**src/sv/assert_macros.svh**
```systemverilog
// Assertion macros shared by the odometry RTL.
`ifndef ASSERT_MACROS_SVH
`define ASSERT_MACROS_SVH

// Check that a condition implies a consequence at the same edge.
`define ASSERT_IMPLY(label, clk, rst_n, a, b) \
    label: assert property (@(posedge clk) disable iff (!rst_n) (a) |-> (b)) \
        else $error("assertion failed");

// Check that a condition implies a consequence at the next edge.
`define ASSERT_NEXT(label, clk, rst_n, a, b) \
    label: assert property (@(posedge clk) disable iff (!rst_n) (a) |=> (b)) \
        else $error("assertion failed");

`endif

```
**src/sv/ddo_pkg.sv**
```systemverilog
// Package with shared types, constants and the arctangent table for the odometry.
package ddo_pkg;

    localparam int CordicSteps = 16;
    localparam int TableLen    = 30;
    localparam int NumCells    = (CordicSteps < TableLen) ? CordicSteps : TableLen;
    localparam int StepW       = $clog2(NumCells + 1);

    localparam logic [33:0] GainQ30 = 34'd652032875;
    localparam logic [23:0] DptReset = 24'd103585;
    localparam logic [23:0] HptReset = 24'd723917;

    localparam logic [1:0] RegDistancePerTic = 2'd0;
    localparam logic [1:0] RegHeadingPerTic  = 2'd1;

    typedef struct packed {
        logic signed [15:0] right_tics;
        logic signed [15:0] left_tics;
        logic               right_reverse;
        logic               left_reverse;
        logic               clear_distance;
    } in_item_t;

    typedef struct packed {
        logic signed [31:0] position_x;
        logic signed [31:0] position_y;
        logic        [31:0] heading_angle;
        logic signed [31:0] path_distance;
    } out_item_t;

    // One CORDIC vector travelling down the chain of cells.
    typedef struct packed {
        logic signed [33:0] x;
        logic signed [33:0] y;
        logic signed [33:0] z;
    } cordic_vec_t;

    function automatic logic signed [33:0] atan_entry(input int i);
        logic [31:0] v;
        begin
            case (i)
                0:  v = 32'h20000000;
                1:  v = 32'h12E4051D;
                2:  v = 32'h09FB385B;
                3:  v = 32'h051111D4;
                4:  v = 32'h028B0D43;
                5:  v = 32'h0145D7E1;
                6:  v = 32'h00A2F61E;
                7:  v = 32'h00517C55;
                8:  v = 32'h0028BE53;
                9:  v = 32'h00145F2E;
                10: v = 32'h000A2F98;
                11: v = 32'h000517CC;
                12: v = 32'h00028BE6;
                13: v = 32'h000145F3;
                14: v = 32'h0000A2F9;
                15: v = 32'h0000517C;
                16: v = 32'h000028BE;
                17: v = 32'h0000145F;
                18: v = 32'h00000A2F;
                19: v = 32'h00000517;
                20: v = 32'h0000028B;
                21: v = 32'h00000145;
                22: v = 32'h000000A2;
                23: v = 32'h00000051;
                24: v = 32'h00000028;
                25: v = 32'h00000014;
                26: v = 32'h0000000A;
                27: v = 32'h00000005;
                28: v = 32'h00000002;
                29: v = 32'h00000001;
                default: v = 32'h00000000;
            endcase
            atan_entry = $signed({2'b00, v});
        end
    endfunction

    function automatic logic signed [31:0] sat32(input logic signed [33:0] v);
        begin
            if (v > 34'sd2147483647)
                sat32 = 32'sh7FFFFFFF;
            else if (v < -34'sd2147483648)
                sat32 = 32'sh80000000;
            else
                sat32 = v[31:0];
        end
    endfunction

endpackage

```
**src/sv/ddo_cell.sv**
```systemverilog
// One CORDIC micro-rotation cell with a fixed shift and arctangent constant.
module ddo_cell (
    input  logic                 clk,
    input  logic                 rst_n,
    input  logic [4:0]           shift,
    input  logic                 vld_in,
    input  ddo_pkg::cordic_vec_t vec_in,
    output logic                 vld_out,
    output ddo_pkg::cordic_vec_t vec_out
);

    ddo_pkg::cordic_vec_t vec_reg, vec_next;
    logic                 vld_reg;
    logic signed [33:0]   xs, ys, atn;

    always_comb
    begin
        xs  = vec_in.x >>> shift;
        ys  = vec_in.y >>> shift;
        atn = ddo_pkg::atan_entry(int'(shift));
        if (!vec_in.z[33])
        begin
            vec_next.x = vec_in.x - ys;
            vec_next.y = vec_in.y + xs;
            vec_next.z = vec_in.z - atn;
        end
        else
        begin
            vec_next.x = vec_in.x + ys;
            vec_next.y = vec_in.y - xs;
            vec_next.z = vec_in.z + atn;
        end
    end

    always_ff @(posedge clk or negedge rst_n)
    begin
        if (!rst_n)
            vld_reg <= 1'b0;
        else
            vld_reg <= vld_in;
    end

    always_ff @(posedge clk)
    begin
        if (vld_in)
            vec_reg <= vec_next;
    end

    assign vld_out = vld_reg;
    assign vec_out = vec_reg;

endmodule

```
**config.mk**
```make
export PLATFORM = sky130hd
export DESIGN_NAME = ddo_cell
export DESIGN_NICKNAME = d
export VERILOG_FILES = /design/src/sv/assert_macros.svh /design/src/sv/ddo_pkg.sv /design/src/sv/ddo_cell.sv
export SDC_FILE = /design/constraint.sdc
export NUM_CORES = 1
export LEC_CHECK = 0
export ABC_AREA = 1
export BUFFER_PORTS_ARGS = -buffer_cell sky130_fd_sc_hd__buf_4
export CORE_ASPECT_RATIO = 1.4
export CORE_UTILIZATION = 25
export DETAILED_ROUTE_END_ITERATION = 8
export GPL_TIMING_DRIVEN = 0
export PLACE_DENSITY = 0.51
export SLEW_MARGIN = 15
export SYNTH_ARGS = -nofsm -noshare
export SYNTH_HDL_FRONTEND = slang
export SYNTH_SLANG_ARGS = --single-unit
```
**constraint.sdc**
```tcl
create_clock -name clk -period 0.8 [get_ports clk]
set_clock_uncertainty 0.2 [all_clocks]
set_input_delay 0.16 -clock clk [delete_from_list [all_inputs] [get_ports clk]]
set_output_delay 0.16 -clock clk [all_outputs]
set_load 0.01 [all_outputs]
```
# After elaboration in Yosys (flattened, before gate mapping)
# Memory sizes are Yosys's and may differ from the RTL's.
# Index checks and enable logic that the tools add are counted.
# Widths: inputs -> output; s select.
classes:
  addsub: 6
  n_mul: 0
  div: 0
  n_lt_le_gt_ge: 0
  eq_ne: 0
  shifts: 2
  n_mux: 1
  n_bitwise: 0
  n_reduce_logical: 0
ops:
  columns: ["cell", "n"]
  rows:
  - ["$mux 102", 1]
  - ["$add 34x34->34", 2]
  - ["$sshr 34x5->34", 2]
  - ["$sub 34x34->34", 2]
  - ["$add 34x33->34", 1]
  - ["$sub 34x33->34", 1]
word_totals:
  regBits: 103
  latch_bits: 0
  ramBits: 0
  romBits: 960
  in_bits: 110
  out_inout_bits: 103
  word_cells: 14
  mem_count: 1
mem_list:
  columns: ["memory", "words", "word_bits", "rd", "rd_ports_with_merged_regs", "wr", "line_no", "source"]
  rows:
  - ["(no name shown)", 32, 30, 1, 0, 0, "ddo_pkg.sv:41", "case (i)"]

# Longest topological paths before layout
# Gate-level depths: netlist (run 1).
logic_depth:
  depth_word: 3
  depth_mapped: 36
  depth_no_buf: 34

# Worst setup path before layout (run 1)
# OpenSTA, ideal clock, no wires.
synth_path:
  path_type: "in2reg"
  start: "in shift[0]"
  end: "reg vec_reg (netlist bit vec_out[27]) (data pin)"
  setup_time_ns: 0.258
  t_arrival_ns: 3.904
  t_required_ns: 0.342
  setup_slack_ns: -3.562
  path_stages: 32
  path_buffers: 3
  cell_sequence: "buf_6 -> inv_4 -> buf_6 -> buf_6 -> ha_1 -> nor2_1 -> nand2_1 -> inv_1 -> nor2_1 -> o21ai_0 -> o21ai_0 -> inv_1 -> ha_1 -> nand2_1 -> nor2_2 -> inv_2 -> nor2_2 -> nand4_1 -> nand2_1 -> xor2_1 -> inv_1 -> ha_1 -> a21oi_1 -> o21ai_0 -> a21oi_1 -> nand2_1 -> a21oi_1 -> o21ai_0 -> nand2_1 -> nand2_1 -> a21oi_1 -> xnor2_1"
synth_lines:
  columns: ["element", "line_no", "source"]
  rows:
  - ["start, declared", "ddo_cell.sv:5", "input logic [4:0] shift,"]
  - ["end signal, assigned", "ddo_cell.sv:46", "vec_reg <= vec_next;"]
  - ["end, declared", "ddo_cell.sv:12", "ddo_pkg::cordic_vec_t vec_reg, vec_next;"]

==> summary.txt, run 1 <==
Finish
  – Util after Layout: 42.6%
  – Area delta synth->final: 68.6%
  – Cell area after layout: 25,500 um^2
  – Fillers: 6,094
  – Layout Nets: 3,165
  – Share of layout cells above drive strength 1: 47.7%

CTS
  – CTS tree: yes
  – Hold_buf cts: 1
  – Root buf cell: clkbuf_16
  – Clk buf depth: 2
  – CTS Buf Count: 9
  – Clk sinks: 103
  – Htree depth: 3
  – Clock transition at path regs: 90 ps

GRT
  – Global-route wire length before repair: 113 mm
  – Initial antenna violation count: 2
  – Largest net degree at the start of global routing: 104
  – GRT Total Usage: 24.5%
  – Grt ovf: 0
  – Vias in the first global route: 18,951

Synthesis
  – EDFF count, synth: 102
  – Seq cells post-synth: 103
  – Cell taking the most area after synthesis: edfxtp_1
  – Share of the synthesized area in the top cell type: 20.3%
  – Synth Warn #: 0
  – Commonest cells in the netlist: nand2_1 (781), nand3_1 (377), nor2_1 (203)
  – Synth top area cells: edfxtp_1 (20%), nand2_1 (19%), nand3_1 (12%)
  – Synthesized area per cell: 6.20 um^2
  – Mapped Area: 15,100 um^2
  – Asr flop ratio synth: 0.971%
  – Syn_nets: 2,659
  – Yosys cell types: 47
  – Most frequent cell after synthesis: nand2_1
  – Sequential fraction of the synthesis area: 20.4%
  – Post-synthesis cell count: 2,438
  – Main synth FF type: edfxtp_1

Min path
  – Worst min path class: primary input to async pin

Timing
  – Max-slew headroom: 16.2%
  – Max Fclk: 230 MHz
  – Hold Slack: -160 ps
  – Final worst-path cycle share: 544%
  – Tightest Pin Transition: 1260 ps
  – Setup_tns: -354,440 ps
  – RSZ-0062 raised after global routing: yes
  – Final Max Slew Viols: 0
  – Final hold vios: 5
  – Final worst setup slack: -3550 ps
  – Finish-stage setup viols: 223
  – Crit path time final: 4350 ps

Outcome
  – Outcome: finished with violations
  – Failing checks: negative hold slack, negative setup slack

Floorplan
  – Die extent in x: 210 um
  – Die area: 61,500 um^2
  – Io pins: 213
  – Initial core utilization: 25.3%
  – Die height: 293 um
  – Cell row count: 106
  – Core Region: 59,800 um^2

Worst setup path
  – Endpoint class of the critical path: flip-flop
  – CP top delay family: compound AO/OA/AOI/OAI gates
  – Required time worst endpoint: 780 ps
  – Crit-path most repeated cell: buf_12
  – Slowest-stage cell, CP: ha_4
  – Kind of critical path: primary input to flip-flop
  – Critical path fanouts, max: 6
  – Critical path startpoint category: primary input
  – CP peak stage delay: 260 ps
  – Crit path DAT: 4330 ps
  – CP Buf/Inv Count: 12

Route
  – TritonRoute pass-1 iters: 5
  – Total Wirelength: 78.4 mm
  – Residual DRC count: 0
  – Drt wl/cell: 20.9 um
  – DR iter-0 viols: 1,373
  – Vias per cell: 5.13
  – Via count: 19,294
  – Post-route ant nets: 0

Place
  – Placed inst area: 18,100 um^2
  – Placer Congestion: 0.983
  – Port bufs: 207
  – HPWL after DPL: 58.2 mm

Run
  – Maxcap violations: 0

Pwr
  – Maximum VDD drop: 896 uV
  – Lkg Pwr: 0.0116 uW
  – PD cells: 1700 nW/um^2
[routing by layer]
layer | share of wire [%] | GRT usage [%] | up-vias
li1 | - | - | 9108
met1 | 38 | 27.2 | 9200
met2 | 49 | 42.9 | 755
met3 | 5.4 | 3.41 | 231
met4 | 7.8 | 17.1 | 0
met5 | 0 | 0 | -
[final timing paths]
path | start | endpoint | cells after the start
setup / recovery | shift[0] | vec_out[27] | 35
hold / removal | rst_n | vld_out | 2
max in group asynchronous | rst_n | vld_out | 2
min in group clk | vec_in[0] | vec_out[0] | 2
[registers in the layout, indices dropped and copies added, names as in the netlist]
| signal | cells |
|---|---|
| vec_out | 102 |
| vld_out | 1 |
[final cells by class]
cell class,instances,area (um^2),area share [%]
multi-input cells,2029,15100,59.2
repair buffers,495,4430,17.4
flip-flops and latches,103,3090,12.1
well taps,810,1010,3.97
inverters,223,862,3.38
plain buffers,83,702,2.75
clock buffers,9,225,0.883
clock inverters,7,71.3,0.280
diodes,1,2.50,0.00981
[kinds of logic (layout without fill, tap and decap cells)]
group	count (synthesis)	after routing	synth area share, %
buffers and inverters	306	817	8.34
DFF	103	103	20.4
xor gates and xnor gates	170	170	9.85
and+or+nand+nor	1445	1445	40.8
other	0	1	0
adders and majority gates	111	111	9.33
AOI/OAI and AO/OA	303	303	11.3
[layout by cell type (no fill, tap or decap), drive strengths merged, types with 4 or more instances in the layout]
cell type	Yosys	final
a31oi	21	21
o21ai	100	100
xnor2	62	62
inv	222	227
nor3	12	12
xor2	108	108
nor2	222	222
clkbuf	23	34
a21o	14	14
nand3	383	383
o211ai	9	9
a21boi	6	6
a211oi	4	4
a21oi	128	128
nand2	803	803
ha	108	108
edfxtp	102	102
buf	60	550
nand4	20	20
o21a	7	7
[stage by stage]
step                worst slack, ps  hold slack, ps  cells  total power, uW
floorplan                     -3280            -336   2438            20600
global placement              -4940            -262   3455            27700
detailed placement            -4900            -263   3455            27600
CTS                           -3370            -182   3694            39700
global route                  -3680            -169   3760            45900
finish                        -3550            -160   3760            43400
[timing repair]
item,CTS,global route
cloned,4,0
resized for setup,800,357
buffers inserted,227,82
endpoints found under the hold margin,10,5
setup endpoints to repair,308,230
pin swaps,203,209
[where the power goes]
group / internal (uW) / total (uW) / switching (uW)
sequential: 8120 / 8750 / 634
clock: 2210 / 4860 / 2650
combinational: 13800 / 29800 / 16000
total: 24100 / 43400 / 19300
Power figures use the tool's default switching activity.
==> run 2: changes to the inputs <==
--- a/config.mk
+++ b/config.mk
@@ -6,12 +6,12 @@
 export NUM_CORES = 1
 export LEC_CHECK = 0
 export ABC_AREA = 1
-export BUFFER_PORTS_ARGS = -buffer_cell sky130_fd_sc_hd__buf_4
 export CORE_ASPECT_RATIO = 1.4
 export CORE_UTILIZATION = 25
 export DETAILED_ROUTE_END_ITERATION = 8
+export DONT_BUFFER_PORTS = 1
 export GPL_TIMING_DRIVEN = 0
-export PLACE_DENSITY = 0.51
+export PLACE_DENSITY = 0.48
 export SLEW_MARGIN = 15
 export SYNTH_ARGS = -nofsm -noshare
 export SYNTH_HDL_FRONTEND = slang
==> summary.txt, run 2 (synthesized netlist as in run 1, its figures left out) <==
Pwr
  – Sw Share: 46.5% (+2.1 points)
  – Maximum VDD drop: 1050 uV (+17%)
  – Lkg Pwr: 0.0102 uW (-12%)
  – PD cells: 1690 nW/um^2 (-0.89%)
  – Clk pwr share: 11.7% (+0.5 points)
  – Sequential fraction of design power: 24.5% (+4.3 points)
  – Switching power total: 18,300 uW (-5.1%)
  – Comb pwr share: 63.8% (-4.8 points)
  – Cell Int Power: 21,000 uW (-13%)
  – Final Power: 39,300 uW (-9.4%)

Worst setup path
  – Slowest-stage cell, CP: o21ai_4
  – Beginning of the critical path: shift[0]
  – Critical path fanouts, max: 6 (unchanged)
  – Kind of critical path: primary input to flip-flop
  – Required time worst endpoint: 760 ps (-20 ps)
  – Crit-path most repeated cell: buf_12
  – Endpoint class of the critical path: flip-flop
  – End of the critical path: vec_out[27]
  – Crit path DAT: 4070 ps (-260 ps)
  – CP peak stage delay: 250 ps (about the same)
  – Critical path startpoint category: primary input

Timing
  – Tightest Pin Transition: 1200 ps (-58.3 ps)
  – Final hold vios: 143 (+138)
  – Final worst-path cycle share: 514% (-29 points)
  – Finish-stage setup viols: 205 (-8.1%)
  – Crit path time final: 4120 ps (-233 ps)
  – Max-slew headroom: 20.0% (+3.9 points)
  – Hold Slack: -332 ps (-172 ps)
  – Final Max Slew Viols: 0 (unchanged)
  – Final worst setup slack: -3320 ps (+233 ps)
  – RSZ-0062 raised after global routing: yes
  – Max Fclk: 243 MHz (+5.7%)

Outcome
  – Outcome: finished with violations
  – Failing checks: negative hold slack, negative setup slack

Floorplan
  – Die area: 61,500 um^2 (unchanged)
  – Io pins: 213 (unchanged)
  – Die height: 293 um (unchanged)
  – Core Region: 59,800 um^2 (unchanged)
  – Die extent in x: 210 um (unchanged)
  – Cell row count: 106 (unchanged)
  – Initial core utilization: 25.3% (unchanged)

Finish
  – Util after Layout: 39.0% (-3.7 points)
  – Layout Nets: 2,898 (-8.4%)
  – Reg area: 3090 um^2 (unchanged)
  – Combined area of the multi-input logic cells: 15,300 um^2 (+1.2%)
  – Area delta synth->final: 54.1%
  – Ant diodes: 0 (-1)
  – Max reg flops: 102 (unchanged)
  – Fillers: 6,217 (+2.0%)
  – Share of layout cells above drive strength 1: 41.9% (-5.8 points)
  – Leading cell type in the layout, fill and taps excluded: nand2_1
  – Final Instance Count excl. Fillers: 3,492 (-7.1%)
  – Commonest non-fill, non-tap cells in the layout: nand2_1 (591), nand3_1 (237), buf_4 (181)

GRT
  – Vias in the first global route: 18,009 (-5.0%)
  – Grt ovf: 0 (unchanged)
  – Largest net degree at the start of global routing: 104 (unchanged)
  – Initial antenna violation count: 1 (-1)
  – GRT Total Usage: 25.2% (+0.73 points)
  – Global-route wire length before repair: 115 mm (+1.6%)

CTS
  – CTS Buf Count: 9 (unchanged)
  – Hold_buf cts: 2 (+1)
  – Clock transition at path regs: 80 ps (about the same)
  – Htree depth: 3 (unchanged)
  – Clk sinks: 103 (unchanged)
  – CTS tree: yes
  – Clk buf depth: 2 (unchanged)
  – Root buf cell: clkbuf_16

Route
  – DR iter-0 viols: 1,156 (-16%)
  – Post-route ant nets: 0 (unchanged)
  – Residual DRC count: 0 (unchanged)
  – Via count: 18,218 (-5.6%)
  – TritonRoute pass-1 iters: 6 (+1)
  – Vias per cell: 5.22 (+1.7%)
  – Total Wirelength: 80.2 mm (+2.2%)
  – Drt wl/cell: 23.0 um (+10%)

Min path
  – Worst min path class: primary input to flip-flop

Place
  – Port bufs: 0 (-100%)
  – Placed cell count: 3,248 (-6.0%)
  – Placer Congestion: 0.965 (-1.9%)
  – HPWL after DPL: 61.6 mm (+5.8%)

Run
  – Maxcap violations: 0 (unchanged)
-- run 2: cell type report --
type	instances	share of cell area, %
multi-input cells	2029	65.6
flip-flops and latches	103	13.2
repair buffers	228	8.84
well taps	810	4.35
inverters	223	3.75
plain buffers	83	3.03
clock buffers	9	0.966
clock inverters	7	0.236
-- run 2: per-stage QoR --
stage	setup TNS (ps)	setup WS, ps	area, um^2
global route	-343380	-3540	23300
global placement	-405960	-5140	16500
CTS	-317750	-3300	21100
floorplan	-263210	-3280	15500
detailed placement	-407190	-5130	16500
finish	-324930	-3320	23300
-- run 2: power by group through the flow --
stage                     combinational, uW  sequential (uW)  clock [uW]
after floorplan                       11200             9410           0
after global placement                15400             9830           0
after detailed placement              15400             9790           0
after CTS                             21000             9700        4880
after global routing                  26900             9780        4970
final                                 25100             9620        4610
-- run 2: what timing repair did --
action / 4_1_cts / 5_1_grt
cloned: 4 / 0
setup endpoints to repair: 205 / 206
resized for setup: 677 / 397
hold endpoints to repair: 160 / 141
setup buffers: 158 / 73
pin swaps: 208 / 183
-- run 2: worst min-delay path by stage --
stage	from	end	slack [ps]	depth (start not counted)
2_1_floorplan	rst_n	vld_out	-340	0
3_3_place_gp	rst_n	vld_out	-340	0
3_5_place_dp	rst_n	vld_out	-340	0
4_1_cts	vld_in	vec_out[92]	-360	0
5_1_grt	vld_in	vec_out[88]	-360	0
6_report	vld_in	vec_out[88]	-330	0
-- run 2: layer usage --
metal	track usage (%)	vias up	wire, um
met2	44.3	636	39400
met4	13.3	2	4860
met1	28.8	8806	31000
met3	4.68	205	4860
li1	-	8569	-
met5	0	-	13
-- run 2: critical path, delay by kind of cell --
family	cells	cell delay (ps)
xor gates and xnor gates	2	270
AOI/OAI and AO/OA	9	1310
and+or+nand+nor	10	930
buffers and inverters	8	830
adders and majority gates	3	570
